File: src/sv/touch_sample_filter_calibrate_top_assert.svh
`ifndef TOUCH_SAMPLE_FILTER_CALIBRATE_TOP_ASSERT_SVH
`define TOUCH_SAMPLE_FILTER_CALIBRATE_TOP_ASSERT_SVH

// check a property on every clock edge outside reset
`define TSFC_ASSERT_HOLDS(lbl, prop, msg) \
  lbl: assert property (@(posedge clk_i) disable iff (!rst_ni) (prop)) else $error(msg);

// check that a condition is followed by another in the next cycle
`define TSFC_ASSERT_NEXT(lbl, ante, cons, msg) \
  lbl: assert property (@(posedge clk_i) disable iff (!rst_ni) (ante) |=> (cons)) \
    else $error(msg);

`endif

File: src/sv/tsfc_pkg.sv
package tsfc_pkg;

  localparam int SAMPLES_DEF       = 8;
  localparam int TRIM_COUNT_DEF    = 2;
  localparam int SCREEN_WIDTH_DEF  = 240;
  localparam int SCREEN_HEIGHT_DEF = 320;

  localparam int READ_W = 12;
  localparam int COEF_W = 32;
  localparam int PROD_W = COEF_W + READ_W + 1;
  localparam int ACC_W  = PROD_W + 1;
  localparam int FRAC_W = 16;

  localparam logic [1:0] CMD_PRESSURE = 2'd0;
  localparam logic [1:0] CMD_X        = 2'd1;
  localparam logic [1:0] CMD_Y        = 2'd2;
  localparam logic [1:0] CMD_NONE     = 2'd3;

  localparam logic [2:0] REG_PRESSURE_THRESHOLD = 3'd0;
  localparam logic [2:0] REG_COEF_X_FROM_X      = 3'd1;
  localparam logic [2:0] REG_COEF_X_FROM_Y      = 3'd2;
  localparam logic [2:0] REG_OFFSET_X           = 3'd3;
  localparam logic [2:0] REG_COEF_Y_FROM_X      = 3'd4;
  localparam logic [2:0] REG_COEF_Y_FROM_Y      = 3'd5;
  localparam logic [2:0] REG_OFFSET_Y           = 3'd6;
  localparam logic [2:0] REG_RAW_MODE           = 3'd7;

  localparam logic [READ_W-1:0] THRESHOLD_RST = 12'd100;
  localparam logic [COEF_W-1:0] COEF_ONE_RST  = 32'h0001_0000;

  typedef struct packed {
    logic [1:0] command;
    logic [7:0] high_byte;
    logic [7:0] low_byte;
  } in_item_t;

  typedef struct packed {
    logic              touched;
    logic [READ_W-1:0] pos_x;
    logic [READ_W-1:0] pos_y;
  } out_item_t;

  typedef struct packed {
    logic [2:0]        index;
    logic [COEF_W-1:0] value;
  } cfg_item_t;

  typedef struct packed {
    logic [READ_W-1:0] pressure_threshold;
    logic [COEF_W-1:0] coef_x_from_x;
    logic [COEF_W-1:0] coef_x_from_y;
    logic [COEF_W-1:0] offset_x;
    logic [COEF_W-1:0] coef_y_from_x;
    logic [COEF_W-1:0] coef_y_from_y;
    logic [COEF_W-1:0] offset_y;
    logic              raw_mode;
  } cfg_regs_t;

  typedef struct packed {
    logic latch_in;
    logic pressure;
    logic insert;
    logic sum_clr;
    logic sum_add;
    logic div1;
    logic div2;
    logic store_x;
    logic set_notouch;
    logic set_raw;
    logic arm_clr;
    logic acc_load;
    logic cal_y;
    logic mul_en;
    logic mul_b;
    logic acc_add;
    logic store_px;
    logic store_py;
    logic out_load;
  } dp_cmd_t;

  typedef struct packed {
    logic [1:0] command;
    logic       raw_mode;
    logic       below_thr;
    logic       run_full;
    logic       sum_last;
    logic       armed;
    logic       out_free;
  } dp_sts_t;

endpackage

File: src/sv/tsfc_chan_if.sv
interface tsfc_chan_if #(
  parameter type T = logic
);
  logic valid;
  logic ready;
  T     data;

  modport source (output valid, output data, input ready);
  modport sink (input valid, input data, output ready);
endinterface

File: src/sv/touch_sample_filter_calibrate_top.sv
// Touch reading filter and calibrator. Each input item is one conversion reply;
// an item that completes no run is accepted, then decoded and placed by sorted
// insert into the sample row, and a pressure item below the threshold then goes on
// to load the output register. The item that completes an x or y run then sums the
// middle samples in the single summing accumulator, followed by the reciprocal
// divide, its correction step and the dispatch; a y run then loads the output
// register in raw mode, or in touch mode, if armed by a pressure item, works out x and
// y on the one shared 32 x 13 multiplier and accumulator before that load. The
// result waits there until taken while the block goes idle; an item that produces a
// result is held back only while the previous one is unread. Configuration writes
// are taken in every cycle; make them only while no item is in flight.
module touch_sample_filter_calibrate_top #(
  parameter int SAMPLES       = tsfc_pkg::SAMPLES_DEF,
  parameter int TRIM_COUNT    = tsfc_pkg::TRIM_COUNT_DEF,
  parameter int SCREEN_WIDTH  = tsfc_pkg::SCREEN_WIDTH_DEF,
  parameter int SCREEN_HEIGHT = tsfc_pkg::SCREEN_HEIGHT_DEF
) (
  input  logic        clk_i,
  input  logic        rst_ni,
  tsfc_chan_if.sink   in_i,
  tsfc_chan_if.source out_o,
  tsfc_chan_if.sink   cfg_i
);

  tsfc_pkg::cfg_regs_t cfg_regs;
  tsfc_pkg::dp_cmd_t   dp_cmd;
  tsfc_pkg::dp_sts_t   dp_sts;

  tsfc_cfg u_cfg (
    .clk_i      (clk_i),
    .rst_ni     (rst_ni),
    .wr_valid_i (cfg_i.valid),
    .wr_data_i  (cfg_i.data),
    .wr_ready_o (cfg_i.ready),
    .regs_o     (cfg_regs)
  );

  tsfc_datapath #(
    .SAMPLES       (SAMPLES),
    .TRIM_COUNT    (TRIM_COUNT),
    .SCREEN_WIDTH  (SCREEN_WIDTH),
    .SCREEN_HEIGHT (SCREEN_HEIGHT)
  ) u_datapath (
    .clk_i       (clk_i),
    .rst_ni      (rst_ni),
    .cmd_i       (dp_cmd),
    .sts_o       (dp_sts),
    .cfg_i       (cfg_regs),
    .in_data_i   (in_i.data),
    .out_valid_o (out_o.valid),
    .out_ready_i (out_o.ready),
    .out_data_o  (out_o.data)
  );

  tsfc_ctrl u_ctrl (
    .clk_i      (clk_i),
    .rst_ni     (rst_ni),
    .in_valid_i (in_i.valid),
    .in_ready_o (in_i.ready),
    .cmd_o      (dp_cmd),
    .sts_i      (dp_sts)
  );

endmodule

File: src/sv/tsfc_cfg.sv
module tsfc_cfg (
  input  logic                 clk_i,
  input  logic                 rst_ni,
  input  logic                 wr_valid_i,
  input  tsfc_pkg::cfg_item_t  wr_data_i,
  output logic                 wr_ready_o,
  output tsfc_pkg::cfg_regs_t  regs_o
);

  tsfc_pkg::cfg_regs_t regs_q, regs_d;

  assign wr_ready_o = 1'b1;
  assign regs_o     = regs_q;

  always_comb begin
    regs_d = regs_q;
    if (wr_valid_i) begin
      unique case (wr_data_i.index)
        tsfc_pkg::REG_PRESSURE_THRESHOLD:
          regs_d.pressure_threshold = wr_data_i.value[tsfc_pkg::READ_W-1:0];
        tsfc_pkg::REG_COEF_X_FROM_X: regs_d.coef_x_from_x = wr_data_i.value;
        tsfc_pkg::REG_COEF_X_FROM_Y: regs_d.coef_x_from_y = wr_data_i.value;
        tsfc_pkg::REG_OFFSET_X:      regs_d.offset_x      = wr_data_i.value;
        tsfc_pkg::REG_COEF_Y_FROM_X: regs_d.coef_y_from_x = wr_data_i.value;
        tsfc_pkg::REG_COEF_Y_FROM_Y: regs_d.coef_y_from_y = wr_data_i.value;
        tsfc_pkg::REG_OFFSET_Y:      regs_d.offset_y      = wr_data_i.value;
        tsfc_pkg::REG_RAW_MODE:      regs_d.raw_mode      = wr_data_i.value[0];
        default: regs_d = regs_q;
      endcase
    end
  end

  always_ff @(posedge clk_i or negedge rst_ni) begin
    if (!rst_ni) begin
      regs_q.pressure_threshold <= tsfc_pkg::THRESHOLD_RST;
      regs_q.coef_x_from_x      <= tsfc_pkg::COEF_ONE_RST;
      regs_q.coef_x_from_y      <= '0;
      regs_q.offset_x           <= '0;
      regs_q.coef_y_from_x      <= '0;
      regs_q.coef_y_from_y      <= tsfc_pkg::COEF_ONE_RST;
      regs_q.offset_y           <= '0;
      regs_q.raw_mode           <= 1'b0;
    end else begin
      regs_q <= regs_d;
    end
  end

endmodule

File: src/sv/tsfc_datapath.sv
module tsfc_datapath #(
  parameter int SAMPLES       = tsfc_pkg::SAMPLES_DEF,
  parameter int TRIM_COUNT    = tsfc_pkg::TRIM_COUNT_DEF,
  parameter int SCREEN_WIDTH  = tsfc_pkg::SCREEN_WIDTH_DEF,
  parameter int SCREEN_HEIGHT = tsfc_pkg::SCREEN_HEIGHT_DEF
) (
  input  logic                 clk_i,
  input  logic                 rst_ni,
  input  tsfc_pkg::dp_cmd_t    cmd_i,
  output tsfc_pkg::dp_sts_t    sts_o,
  input  tsfc_pkg::cfg_regs_t  cfg_i,
  input  tsfc_pkg::in_item_t   in_data_i,
  output logic                 out_valid_o,
  input  logic                 out_ready_i,
  output tsfc_pkg::out_item_t  out_data_o
);

  localparam int RW       = tsfc_pkg::READ_W;
  localparam int IDXW     = $clog2(SAMPLES);
  localparam int TRIM_EFF = (2 * TRIM_COUNT >= SAMPLES) ? (SAMPLES - 1) / 2 : TRIM_COUNT;
  localparam int DIVISOR  = SAMPLES - 2 * TRIM_EFF;
  localparam int SUMW     = $clog2(SAMPLES * (1 << RW));
  localparam logic [SUMW:0] RECIP = (SUMW + 1)'((64'd1 << SUMW) / DIVISOR);
  localparam int AW       = tsfc_pkg::ACC_W;
  localparam int PW       = tsfc_pkg::PROD_W;
  localparam int FW       = tsfc_pkg::FRAC_W;
  localparam int VW       = AW - FW;

  logic [1:0]          cmd_q;
  logic [RW-1:0]       rd_q;
  logic [RW-1:0]       samp_q [SAMPLES];
  logic [RW-1:0]       samp_d [SAMPLES];
  logic [SAMPLES-1:0]  gt;
  logic [IDXW-1:0]     count_q, count_d, n_eff;
  logic [1:0]          run_ch_q, run_ch_d;
  logic                armed_q, armed_d;
  logic [RW-1:0]       x_mean_q, x_mean_d;
  logic [IDXW-1:0]     idx_q;
  logic [SUMW-1:0]     sum_q;
  logic [SUMW-1:0]     q0_q;
  logic [2*SUMW:0]     recip_prod;
  logic [SUMW-1:0]     rem;
  logic [RW-1:0]       mean_q;
  logic signed [tsfc_pkg::COEF_W-1:0] coef_sel;
  logic [RW-1:0]       mul_mean;
  logic signed [PW-1:0] prod_q;
  logic signed [AW-1:0] acc_q;
  logic                touched_q;
  logic [RW-1:0]       px_q, py_q;
  logic                out_valid_q;
  tsfc_pkg::out_item_t out_q;
  logic                run_full;

  function automatic logic [RW-1:0] clamp_pos(logic signed [AW-1:0] s, logic [RW:0] size);
    logic [VW-1:0] v;
    v = s[AW-1:FW];
    if (s[AW-1]) begin
      clamp_pos = '0;
    end else if (v >= VW'(size)) begin
      clamp_pos = RW'(size - 1'b1);
    end else begin
      clamp_pos = v[RW-1:0];
    end
  endfunction

  // insertion into the ascending run
  always_comb begin
    n_eff = (cmd_q != run_ch_q) ? '0 : count_q;
    for (int j = 0; j < SAMPLES; j++) begin
      gt[j] = (IDXW'(j) < n_eff) && (samp_q[j] > rd_q);
    end
    for (int j = 0; j < SAMPLES; j++) begin
      if (j > 0 && gt[(j > 0) ? j - 1 : 0]) begin
        samp_d[j] = samp_q[(j > 0) ? j - 1 : 0];
      end else if (gt[j] || IDXW'(j) == n_eff) begin
        samp_d[j] = rd_q;
      end else begin
        samp_d[j] = samp_q[j];
      end
    end
  end

  assign run_full = (n_eff == IDXW'(SAMPLES - 1));

  always_comb begin
    count_d  = count_q;
    run_ch_d = run_ch_q;
    armed_d  = armed_q;
    x_mean_d = x_mean_q;
    if (cmd_i.pressure) begin
      count_d  = '0;
      run_ch_d = tsfc_pkg::CMD_PRESSURE;
      armed_d  = !(rd_q < cfg_i.pressure_threshold);
    end
    if (cmd_i.insert) begin
      count_d  = run_full ? '0 : n_eff + 1'b1;
      run_ch_d = cmd_q;
    end
    if (cmd_i.arm_clr) begin
      armed_d = 1'b0;
    end
    if (cmd_i.store_x) begin
      x_mean_d = mean_q;
    end
  end

  always_ff @(posedge clk_i or negedge rst_ni) begin
    if (!rst_ni) begin
      count_q     <= '0;
      run_ch_q    <= tsfc_pkg::CMD_PRESSURE;
      armed_q     <= 1'b0;
      x_mean_q    <= '0;
      out_valid_q <= 1'b0;
    end else begin
      count_q  <= count_d;
      run_ch_q <= run_ch_d;
      armed_q  <= armed_d;
      x_mean_q <= x_mean_d;
      if (cmd_i.out_load) begin
        out_valid_q <= 1'b1;
      end else if (out_ready_i) begin
        out_valid_q <= 1'b0;
      end
    end
  end

  assign recip_prod = sum_q * RECIP;
  assign rem        = sum_q - SUMW'(q0_q * SUMW'(DIVISOR));

  always_comb begin
    unique case ({cmd_i.cal_y, cmd_i.mul_b})
      2'b00:   coef_sel = $signed(cfg_i.coef_x_from_x);
      2'b01:   coef_sel = $signed(cfg_i.coef_x_from_y);
      2'b10:   coef_sel = $signed(cfg_i.coef_y_from_x);
      default: coef_sel = $signed(cfg_i.coef_y_from_y);
    endcase
    mul_mean = cmd_i.mul_b ? mean_q : x_mean_q;
  end

  always_ff @(posedge clk_i) begin
    if (cmd_i.latch_in) begin
      cmd_q <= in_data_i.command;
      rd_q  <= {in_data_i.high_byte[6:0], in_data_i.low_byte[7:3]};
    end
    if (cmd_i.insert) begin
      samp_q <= samp_d;
    end
    if (cmd_i.sum_clr) begin
      sum_q <= '0;
      idx_q <= IDXW'(TRIM_EFF);
    end else if (cmd_i.sum_add) begin
      sum_q <= sum_q + SUMW'(samp_q[idx_q]);
      idx_q <= idx_q + 1'b1;
    end
    if (cmd_i.div1) begin
      q0_q <= recip_prod[2*SUMW-1:SUMW];
    end
    if (cmd_i.div2) begin
      mean_q <= (rem >= SUMW'(DIVISOR)) ? RW'(q0_q + 1'b1) : RW'(q0_q);
    end
    if (cmd_i.mul_en) begin
      prod_q <= coef_sel * $signed({1'b0, mul_mean});
    end
    if (cmd_i.acc_load) begin
      acc_q <= cmd_i.cal_y ? AW'($signed(cfg_i.offset_y)) : AW'($signed(cfg_i.offset_x));
    end else if (cmd_i.acc_add) begin
      acc_q <= acc_q + AW'(prod_q);
    end
    if (cmd_i.set_notouch) begin
      touched_q <= 1'b0;
      px_q      <= '0;
      py_q      <= '0;
    end else if (cmd_i.set_raw) begin
      touched_q <= 1'b1;
      px_q      <= x_mean_q;
      py_q      <= mean_q;
    end else begin
      if (cmd_i.store_px) begin
        touched_q <= 1'b1;
        px_q      <= clamp_pos(acc_q, (RW + 1)'(SCREEN_WIDTH));
      end
      if (cmd_i.store_py) begin
        touched_q <= 1'b1;
        py_q      <= clamp_pos(acc_q, (RW + 1)'(SCREEN_HEIGHT));
      end
    end
    if (cmd_i.out_load) begin
      out_q.touched <= touched_q;
      out_q.pos_x   <= px_q;
      out_q.pos_y   <= py_q;
    end
  end

  assign sts_o.command   = cmd_q;
  assign sts_o.raw_mode  = cfg_i.raw_mode;
  assign sts_o.below_thr = rd_q < cfg_i.pressure_threshold;
  assign sts_o.run_full  = run_full;
  assign sts_o.sum_last  = (idx_q == IDXW'(SAMPLES - TRIM_EFF - 1));
  assign sts_o.armed     = armed_q;
  assign sts_o.out_free  = !out_valid_q || out_ready_i;

  assign out_valid_o = out_valid_q;
  assign out_data_o  = out_q;

endmodule

File: src/sv/tsfc_ctrl.sv
`include "touch_sample_filter_calibrate_top_assert.svh"

module tsfc_ctrl (
  input  logic               clk_i,
  input  logic               rst_ni,
  input  logic               in_valid_i,
  output logic               in_ready_o,
  output tsfc_pkg::dp_cmd_t  cmd_o,
  input  tsfc_pkg::dp_sts_t  sts_i
);

  localparam logic [3:0] S_IDLE = 4'd0;
  localparam logic [3:0] S_DEC  = 4'd1;
  localparam logic [3:0] S_SUM  = 4'd2;
  localparam logic [3:0] S_DIV1 = 4'd3;
  localparam logic [3:0] S_DIV2 = 4'd4;
  localparam logic [3:0] S_POST = 4'd5;
  localparam logic [3:0] S_C0   = 4'd6;
  localparam logic [3:0] S_C1   = 4'd7;
  localparam logic [3:0] S_C2   = 4'd8;
  localparam logic [3:0] S_C3   = 4'd9;
  localparam logic [3:0] S_C4   = 4'd10;
  localparam logic [3:0] S_C5   = 4'd11;
  localparam logic [3:0] S_C6   = 4'd12;
  localparam logic [3:0] S_EMIT = 4'd13;

  logic [3:0] state_q, state_d;

  assign in_ready_o = (state_q == S_IDLE);

  always_comb begin
    state_d = state_q;
    cmd_o   = '0;
    unique case (state_q)
      S_IDLE: begin
        if (in_valid_i) begin
          cmd_o.latch_in = 1'b1;
          state_d        = S_DEC;
        end
      end
      S_DEC: begin
        unique case (sts_i.command) inside
          tsfc_pkg::CMD_PRESSURE: begin
            if (sts_i.raw_mode) begin
              state_d = S_IDLE;
            end else begin
              cmd_o.pressure = 1'b1;
              if (sts_i.below_thr) begin
                cmd_o.set_notouch = 1'b1;
                state_d           = S_EMIT;
              end else begin
                state_d = S_IDLE;
              end
            end
          end
          tsfc_pkg::CMD_X, tsfc_pkg::CMD_Y: begin
            cmd_o.insert = 1'b1;
            if (sts_i.run_full) begin
              cmd_o.sum_clr = 1'b1;
              state_d       = S_SUM;
            end else begin
              state_d = S_IDLE;
            end
          end
          default: state_d = S_IDLE;
        endcase
      end
      S_SUM: begin
        cmd_o.sum_add = 1'b1;
        if (sts_i.sum_last) begin
          state_d = S_DIV1;
        end
      end
      S_DIV1: begin
        cmd_o.div1 = 1'b1;
        state_d    = S_DIV2;
      end
      S_DIV2: begin
        cmd_o.div2 = 1'b1;
        state_d    = S_POST;
      end
      S_POST: begin
        if (sts_i.command == tsfc_pkg::CMD_X) begin
          cmd_o.store_x = 1'b1;
          state_d       = S_IDLE;
        end else if (sts_i.raw_mode) begin
          cmd_o.set_raw = 1'b1;
          state_d       = S_EMIT;
        end else if (!sts_i.armed) begin
          state_d = S_IDLE;
        end else begin
          cmd_o.arm_clr = 1'b1;
          state_d       = S_C0;
        end
      end
      S_C0: begin
        cmd_o.acc_load = 1'b1;
        cmd_o.mul_en   = 1'b1;
        state_d        = S_C1;
      end
      S_C1: begin
        cmd_o.mul_en  = 1'b1;
        cmd_o.mul_b   = 1'b1;
        cmd_o.acc_add = 1'b1;
        state_d       = S_C2;
      end
      S_C2: begin
        cmd_o.acc_add = 1'b1;
        state_d       = S_C3;
      end
      S_C3: begin
        cmd_o.store_px = 1'b1;
        cmd_o.acc_load = 1'b1;
        cmd_o.cal_y    = 1'b1;
        cmd_o.mul_en   = 1'b1;
        state_d        = S_C4;
      end
      S_C4: begin
        cmd_o.cal_y   = 1'b1;
        cmd_o.mul_en  = 1'b1;
        cmd_o.mul_b   = 1'b1;
        cmd_o.acc_add = 1'b1;
        state_d       = S_C5;
      end
      S_C5: begin
        cmd_o.acc_add = 1'b1;
        state_d       = S_C6;
      end
      S_C6: begin
        cmd_o.store_py = 1'b1;
        state_d        = S_EMIT;
      end
      S_EMIT: begin
        if (sts_i.out_free) begin
          cmd_o.out_load = 1'b1;
          state_d        = S_IDLE;
        end
      end
      default: state_d = S_IDLE;
    endcase
  end

  always_ff @(posedge clk_i or negedge rst_ni) begin
    if (!rst_ni) begin
      state_q <= S_IDLE;
    end else begin
      state_q <= state_d;
    end
  end

  `TSFC_ASSERT_NEXT(a_accept_decodes, in_valid_i && in_ready_o, state_q == S_DEC, "item not decoded")
  `TSFC_ASSERT_HOLDS(a_load_when_free, !cmd_o.out_load || sts_i.out_free, "output overwritten")
  `TSFC_ASSERT_NEXT(a_sum_ends, state_q == S_SUM && sts_i.sum_last, state_q == S_DIV1, "sum overran")
  `TSFC_ASSERT_HOLDS(a_raw_result_raw, !cmd_o.set_raw || sts_i.raw_mode, "raw result in touch mode")

endmodule

File: src/flat_wrapper.sv
// flat-port wrapper written by rule: the top's interface ports become plain ports
module touch_sample_filter_calibrate_top_flat import tsfc_pkg::*;
#(
  parameter int SAMPLES       = tsfc_pkg::SAMPLES_DEF,
  parameter int TRIM_COUNT    = tsfc_pkg::TRIM_COUNT_DEF,
  parameter int SCREEN_WIDTH  = tsfc_pkg::SCREEN_WIDTH_DEF,
  parameter int SCREEN_HEIGHT = tsfc_pkg::SCREEN_HEIGHT_DEF
)
  (clk_i, rst_ni, in_i_valid, in_i_data, in_i_ready, out_o_valid, out_o_data, out_o_ready, cfg_i_valid, cfg_i_data, cfg_i_ready);
  tsfc_chan_if #(.T(in_item_t)) in_i_i ();
  tsfc_chan_if #(.T(out_item_t)) out_o_i ();
  tsfc_chan_if #(.T(cfg_item_t)) cfg_i_i ();
  input  logic clk_i;
  input  logic rst_ni;
  input wire logic [$bits(in_i_i.valid)-1:0] in_i_valid;
  input wire logic [$bits(in_i_i.data)-1:0] in_i_data;
  output wire logic [$bits(in_i_i.ready)-1:0] in_i_ready;
  output wire logic [$bits(out_o_i.valid)-1:0] out_o_valid;
  output wire logic [$bits(out_o_i.data)-1:0] out_o_data;
  input wire logic [$bits(out_o_i.ready)-1:0] out_o_ready;
  input wire logic [$bits(cfg_i_i.valid)-1:0] cfg_i_valid;
  input wire logic [$bits(cfg_i_i.data)-1:0] cfg_i_data;
  output wire logic [$bits(cfg_i_i.ready)-1:0] cfg_i_ready;
  assign in_i_i.valid = in_i_valid;
  assign in_i_i.data = in_i_data;
  assign in_i_ready = in_i_i.ready;
  assign out_o_valid = out_o_i.valid;
  assign out_o_data = out_o_i.data;
  assign out_o_i.ready = out_o_ready;
  assign cfg_i_i.valid = cfg_i_valid;
  assign cfg_i_i.data = cfg_i_data;
  assign cfg_i_ready = cfg_i_i.ready;
  touch_sample_filter_calibrate_top #(.SAMPLES(SAMPLES), .TRIM_COUNT(TRIM_COUNT), .SCREEN_WIDTH(SCREEN_WIDTH), .SCREEN_HEIGHT(SCREEN_HEIGHT)) u_core (.clk_i(clk_i), .rst_ni(rst_ni), .in_i(in_i_i), .out_o(out_o_i), .cfg_i(cfg_i_i));
endmodule
File: config.mk
export PLATFORM = sky130hd
export DESIGN_NAME = touch_sample_filter_calibrate_top_flat
export DESIGN_NICKNAME = d
export VERILOG_FILES = /design/src/sv/tsfc_pkg.sv /design/src/sv/tsfc_chan_if.sv /design/src/sv/touch_sample_filter_calibrate_top.sv /design/src/sv/tsfc_cfg.sv /design/src/sv/tsfc_datapath.sv /design/src/sv/tsfc_ctrl.sv /design/src/flat_wrapper.sv
export VERILOG_INCLUDE_DIRS = /design/src /design/src/sv
export SDC_FILE = /design/constraint.sdc
export NUM_CORES = 2
export LEC_CHECK = 0
export BUFFER_PORTS_ARGS = -buffer_cell sky130_fd_sc_hd__buf_4
export CELL_PAD_IN_SITES_DETAIL_PLACEMENT = 0
export CELL_PAD_IN_SITES_GLOBAL_PLACEMENT = 1
export CORE_MARGIN = 2
export CORE_UTILIZATION = 55
export CTS_BUF_LIST = sky130_fd_sc_hd__clkbuf_8
export DETAILED_ROUTE_END_ITERATION = 6
export PLACE_DENSITY = 0.94
export SKIP_CTS_REPAIR_TIMING = 1
export SYNTH_ARGS = -nofsm -noshare
export SYNTH_HDL_FRONTEND = slang
export SYNTH_SLANG_ARGS = --single-unit
File: constraint.sdc
create_clock -name clk_i -period 14.6 [get_ports clk_i]
set_clock_uncertainty 0.2 [all_clocks]
set_input_delay 0 -clock clk_i [delete_from_list [all_inputs] [get_ports clk_i]]
set_output_delay 0 -clock clk_i [all_outputs]
set_load 0.05 [all_outputs]
# --- Yosys cells after proc, flatten, opt, wreduce, memory -nomap -nowiden ---
# Cells that the tools add are included.
word_totals:
  inputBits: 58
  mem_count: 0
  ram_bits: 0
  rom_bits: 0
  wordCells: 248
  latch_bits: 0
  reg_bits: 522
  output_inout_bits: 28
op_classes:
  bitwise_logic: 1
  div: 0
  multipliers: 1
  add_sub_neg: 6
  muxes: 85
  order_cmp: 21
  shifts: 0
  reduce_logical: 61
  eq_ne: 37
op_table:
  columns: ["operator", "count"]
  rows:
  - ["$mux 12", 26]
  - ["$mux 46", 3]
  - ["$gt 12x12->1", 8]
  - ["$pmux 32 s3", 1]
  - ["$pmux 4 s14", 1]
  - ["$add 46x45->46", 1]
  - ["$mul 32x13->45", 1]
  - ["$bmux 12 s3", 1]
  - ["$mux 1", 33]
  - ["$reduce_and 2->1", 16]
  - ["$ge 30x8->1 const B", 1]
  - ["$ge 30x9->1 const B", 1]
  - ["$mux 4", 7]
  - ["$reduce_bool 2->1", 13]
  - ["$eq 4x4->1 const B", 6]
  - ["$eq 3x3->1 const B", 6]
  - ["$mux 3", 6]
  - ["$eq 4x3->1 const B", 4]
  - ["$add 15x12->15", 1]
  - ["$ge 15x3->1 const B", 1]
  - ["$sub 15x15->15", 1]
  - ["$add 12x1->12 const B", 1]
  - ["$eq 3x3->1 const A", 4]
  - ["$lt 12x12->1", 1]
  - ["other kinds (29)", 68]

# --- Depth between registers and ports, before layout ---
depth:
  depth_word: 8
  mapped_depth: 31
  ltp_nobuf: 27

# --- By module ---
# Synthesis repeated with hierarchy kept, for this count alone.
unflattened:
  hier_cells: 3889
  hier_area_um2: 41972.8
modules_own_cells:
  columns: ["mod", "n_inst", "seq_area_each_um2", "cells_each", "area_per_inst_um2"]
  rows:
  - ["tsfc_datapath", 1, 8873.5, 3366, 33354.5]
  - ["tsfc_cfg", 1, 5136.2, 446, 8065.2]
  - ["tsfc_ctrl", 1, 100.1, 77, 553.0]

# --- Worst setup path before layout ---
# OpenSTA, ideal clock, no wires.
synth_path:
  kind: "register -> register"
  startpoint: "register u_core.u_ctrl.state_q[3]"
  endpoint: "register u_core.u_datapath.prod_q[44] (data pin)"
  setup_slack_ns: 7.065
  setup_ns: 0.258
  arrival_ns: 7.077
  path_stages_with_launch: 24
  path_buffers: 2
  required_ns: 14.142
  synth_period_minus_slack_ns: 7.535
  path_cell_list: "dfrtp_1 > nand2b_1 > nor2_1 > nor2_1 > buf_2 > mux2i_1 > clkbuf_1 > nor2_1 > fa_1 > inv_1 > fa_1 > inv_1 > fa_1 > fa_1 > inv_1 > fa_1 > inv_1 > ha_1 > a21o_1 > o21ai_0 > nand2_1 > or4b_2 > o221a_2 > xnor2_1"
synth_between:
  elab_chain_len: 6
  elab_cells_between_ends: 13
  cone_classes: "mul (1); eq/ne (5); mux (4); reduce/logical (3)"
synth_rtl:
  columns: ["item", "line", "source"]
  rows:
  - ["from (decl)", "tsfc_ctrl.sv:27", "logic [3:0] state_q, state_d;"]
  - ["from (signal assigned)", "tsfc_ctrl.sv:147", "state_q <= state_d;"]
  - ["$eq 4x4->1 / $eq 4x3->1 (equally long branches)", "tsfc_ctrl.sv:34", "unique case (state_q)"]
  - ["$reduce_or 2->1 (no line)", null, null]
  - ["$mux 1", "tsfc_ctrl.sv:34", null]
  - ["$eq 2x2->1, or another cell as far along", "tsfc_datapath.sv:131", "unique case ({cmd_i.cal_y, cmd_i.mul_b})"]
  - ["$pmux 32 s3", "tsfc_datapath.sv:131", null]
  - ["$mul 32x13->45 (*)", "tsfc_datapath.sv:162", "prod_q <= coef_sel * $signed({1'b0, mul_mean});"]
  - ["to (signal assigned)", "tsfc_datapath.sv:162", null]
  - ["to (decl)", "tsfc_datapath.sv:46", "logic signed [PW-1:0] prod_q;"]
# Mark *: on every way between the ends. The rest lies on a longest branch, timed or not.
# A chain may end at the register's enable or synchronous reset.

# --- Final worst setup path ---
layout_path:
  startpoint: "register u_core.u_ctrl.state_q[0]"
  endpoint: "register u_core.u_datapath.prod_q[44] (data pin)"
# Same word-level chain as after synthesis.

==> impl_metrics.ini <==
[status]
status = finished with violations
violations = hold timing

[floorplan]
die_h_um = 276
die-area_sq_um = 76400
fp.coreArea_sq_um = 73200
core.rowCount = 99
initial_core_util_pct = 55.8
die_width_um = 276
ios = 86

[yosys]
netlist_instances = 3928
synth_nets = 4600
yosysUniqueCellTypes = 85
ys_ff_latch = 522
async_reset_ff_share_pct = 43.7
synth-main-ff-cell = edfxtp_1
syn_area_per_cell_sq_um = 10.4
yosysWarnings = 0
synth-edff-count = 251
netlist_area_sq_um = 40800
ys_seq_area_share_pct = 34.6

[grt]
antenna_found_initial = 3
grt_use_total_pct = 26.8
grt_pass1_vias = 29800
grt_overflow = 0
grt_max_degree = 104
grt_pass1_wl_mm = 162

[clock_tree]
cts_tree = built
path_clk_slew_ns = 0.06
htree_num_levels = 3
clock-root-buffer = clkbuf_8
clk_path_buf_depth = 3
cts_sinks = 522
insertion_delay_ns = 0.72
cts_buffers = 86

[sta]
clock.fmax_ghz = 0.114
hold-worst-slack_ns = -0.0111
relSlewSlack_pct = 22.3
fin_crit_sh_pct = 59.9
fin_setup_tns_ns = 0
finalCriticalPeriod_ns = 8.74
hold_viol = 4
drv_slew = 0
setup_violations = 0
worstMarginPinSlew_ns = 1.16
rsz0062_at_grt = no

[final_layout]
layout_commonest_cell = inv_1
mostFrequentLayoutCells = inv_1 (555), nand2_1 (406), fa_1 (341)
final_nets = 4775
drive_gt1_share_pct = 15.2
area_growth_syn_to_layout_pct = 11.5

[drt]
met2_length_mm = 45.7
topRoutingLayerUsed = met5
drc = 0
antenna_left = 0
wl_per_cell_um = 20.3
dr_total_vias = 29900
vias_per_cell = 5.82
wirelength_mm = 104
drtIter0Drc = 2523
wl_met1_mm = 44.5
drt-pass1-iter-count = 6
met3WireLength_mm = 10.7

[worst_setup_path]
worstSetupEndpointType = flip-flop
crit_required_ns = 14.82
start_kind = flip-flop
crit_type = flip-flop to flip-flop
crit_path_frequent_cell = fa_1
worst-path-max-fanout = 36
cpPeakStageDelay_ns = 0.66
cp_data_arrival_time_ns = 8.96
worst_path_max_delay_cell = dfrtp_1

[placement]
place.gp.congestion = 0.908
portBuffers = 80
hpwlAfterDp_mm = 76.9

[flow_run]
cap_violations = 0

[min_path]
hold_path.class = input pin to flip-flop
==> metal layers <==
layer	vias up	GRT usage, %
met5	-	1.31
met4	2	8.79
met3	179	7.99
met2	1162	40.1
met1	14800	37.4
li1	13700	-
==> flip-flops by register name (all words and copies together), names as in the netlist <==
signal / cells
u_core.u_cfg.regs_o: 205
u_core.u_ctrl.state_q: 4
u_core.u_datapath.acc_q: 46
u_core.u_datapath.armed_q: 1
u_core.u_datapath.cmd_q: 2
u_core.u_datapath.count_q: 3
u_core.u_datapath.idx_q: 3
u_core.u_datapath.mean_q: 12
u_core.u_datapath.out_data_o: 25
u_core.u_datapath.out_valid_o: 1
u_core.u_datapath.prod_q: 45
u_core.u_datapath.px_q: 12
u_core.u_datapath.py_q: 12
u_core.u_datapath.q0_q: 13
u_core.u_datapath.rd_q: 12
u_core.u_datapath.run_ch_q: 2
u_core.u_datapath.samp_q: 96
u_core.u_datapath.sum_q: 15
u_core.u_datapath.touched_q: 1
u_core.u_datapath.x_mean_q: 12
==> Yosys cell counts (all sizes together), types with 88 or more instances <==
library cell  count  share of area [%]
fa              341                 17
o21ai           186                2.3
ha              273                8.4
clkbuf          134                1.2
edfxtp          251                 18
nor2            245                2.3
mux2            309                8.5
inv             522                4.8
nand2           410                3.8
nand3            88                1.1
a21oi           162                2.0
dfrtp           223                 14
==> path summary, 6_finish.rpt <==
check | from | to | slack (ns) | cells after the start
max | u_core.u_ctrl.state_q[0] | u_core.u_datapath.prod_q[44] | 5.86 | 28
max reg2reg | u_core.u_ctrl.state_q[0] | u_core.u_datapath.prod_q[44] | 5.86 | 28
min in group asynchronous | rst_ni | u_core.u_cfg.regs_o[198] | 0.20 | 3
min | cfg_i_data[25] | u_core.u_cfg.regs_o[154] | -0.01 | 3
max in group asynchronous | rst_ni | u_core.u_datapath.x_mean_q[2] | 12.34 | 5
min reg2reg | u_core.u_datapath.px_q[7] | u_core.u_datapath.out_data_o[19] | 0.22 | 0
==> stage by stage <==
step                      instances  setup WS, ns  hold WS, ns  area (sq um)  util [%]
after global routing           5135          5.37       0.0126         45500      62.2
after global placement         4858          6.03       -0.110         42500      58.1
final                          5135          5.86      -0.0111         45500      62.2
after detailed placement       4858          6.00      -0.0992         42500      58.1
after floorplan                3928          7.07       -0.496         40800         -
after CTS                      5018          5.91       -0.846         44400      60.6
==> critical path: cells and delay by family, from the launching register on <==
| kind | cells | cell delay [ns] |
|---|---|---|
| buffers and inverters | 6 | 0.97 |
| adders and majority gates | 6 | 2.98 |
| and+or+nand+nor | 8 | 1.53 |
| DFF | 1 | 0.66 |
| xor gates and xnor gates | 1 | 0.06 |
| AOI/OAI and AO/OA | 7 | 1.98 |
==> layout make-up <==
type                    count  area [sq um]
clock buffers              94          1290
multi-input cells        2728         24300
clock inverters            66           517
inverters                 522          1960
repair buffers            243          2140
flip-flops and latches    522         14100
well taps                 959          1200
fillers                  5788         27700
diodes                      1          2.50
==> logic make-up (layout without fill, tap and decap cells) <==
logic type      Yosys count  after routing  share of synthesized area [%]
xor+xnor                113            113                           2.42
other cells               1              2                        0.00919
simple gates            971            971                           10.7
mux                     370            370                           10.8
buf+inv                 678            925                           6.30
flops                   522            522                           34.6
fa+ha+maj               614            614                           25.1
compound gates          659            659                           10.2
Power is not shown: default switching activity piles up to over one toggle a cycle in this logic, so the estimate is an artifact.
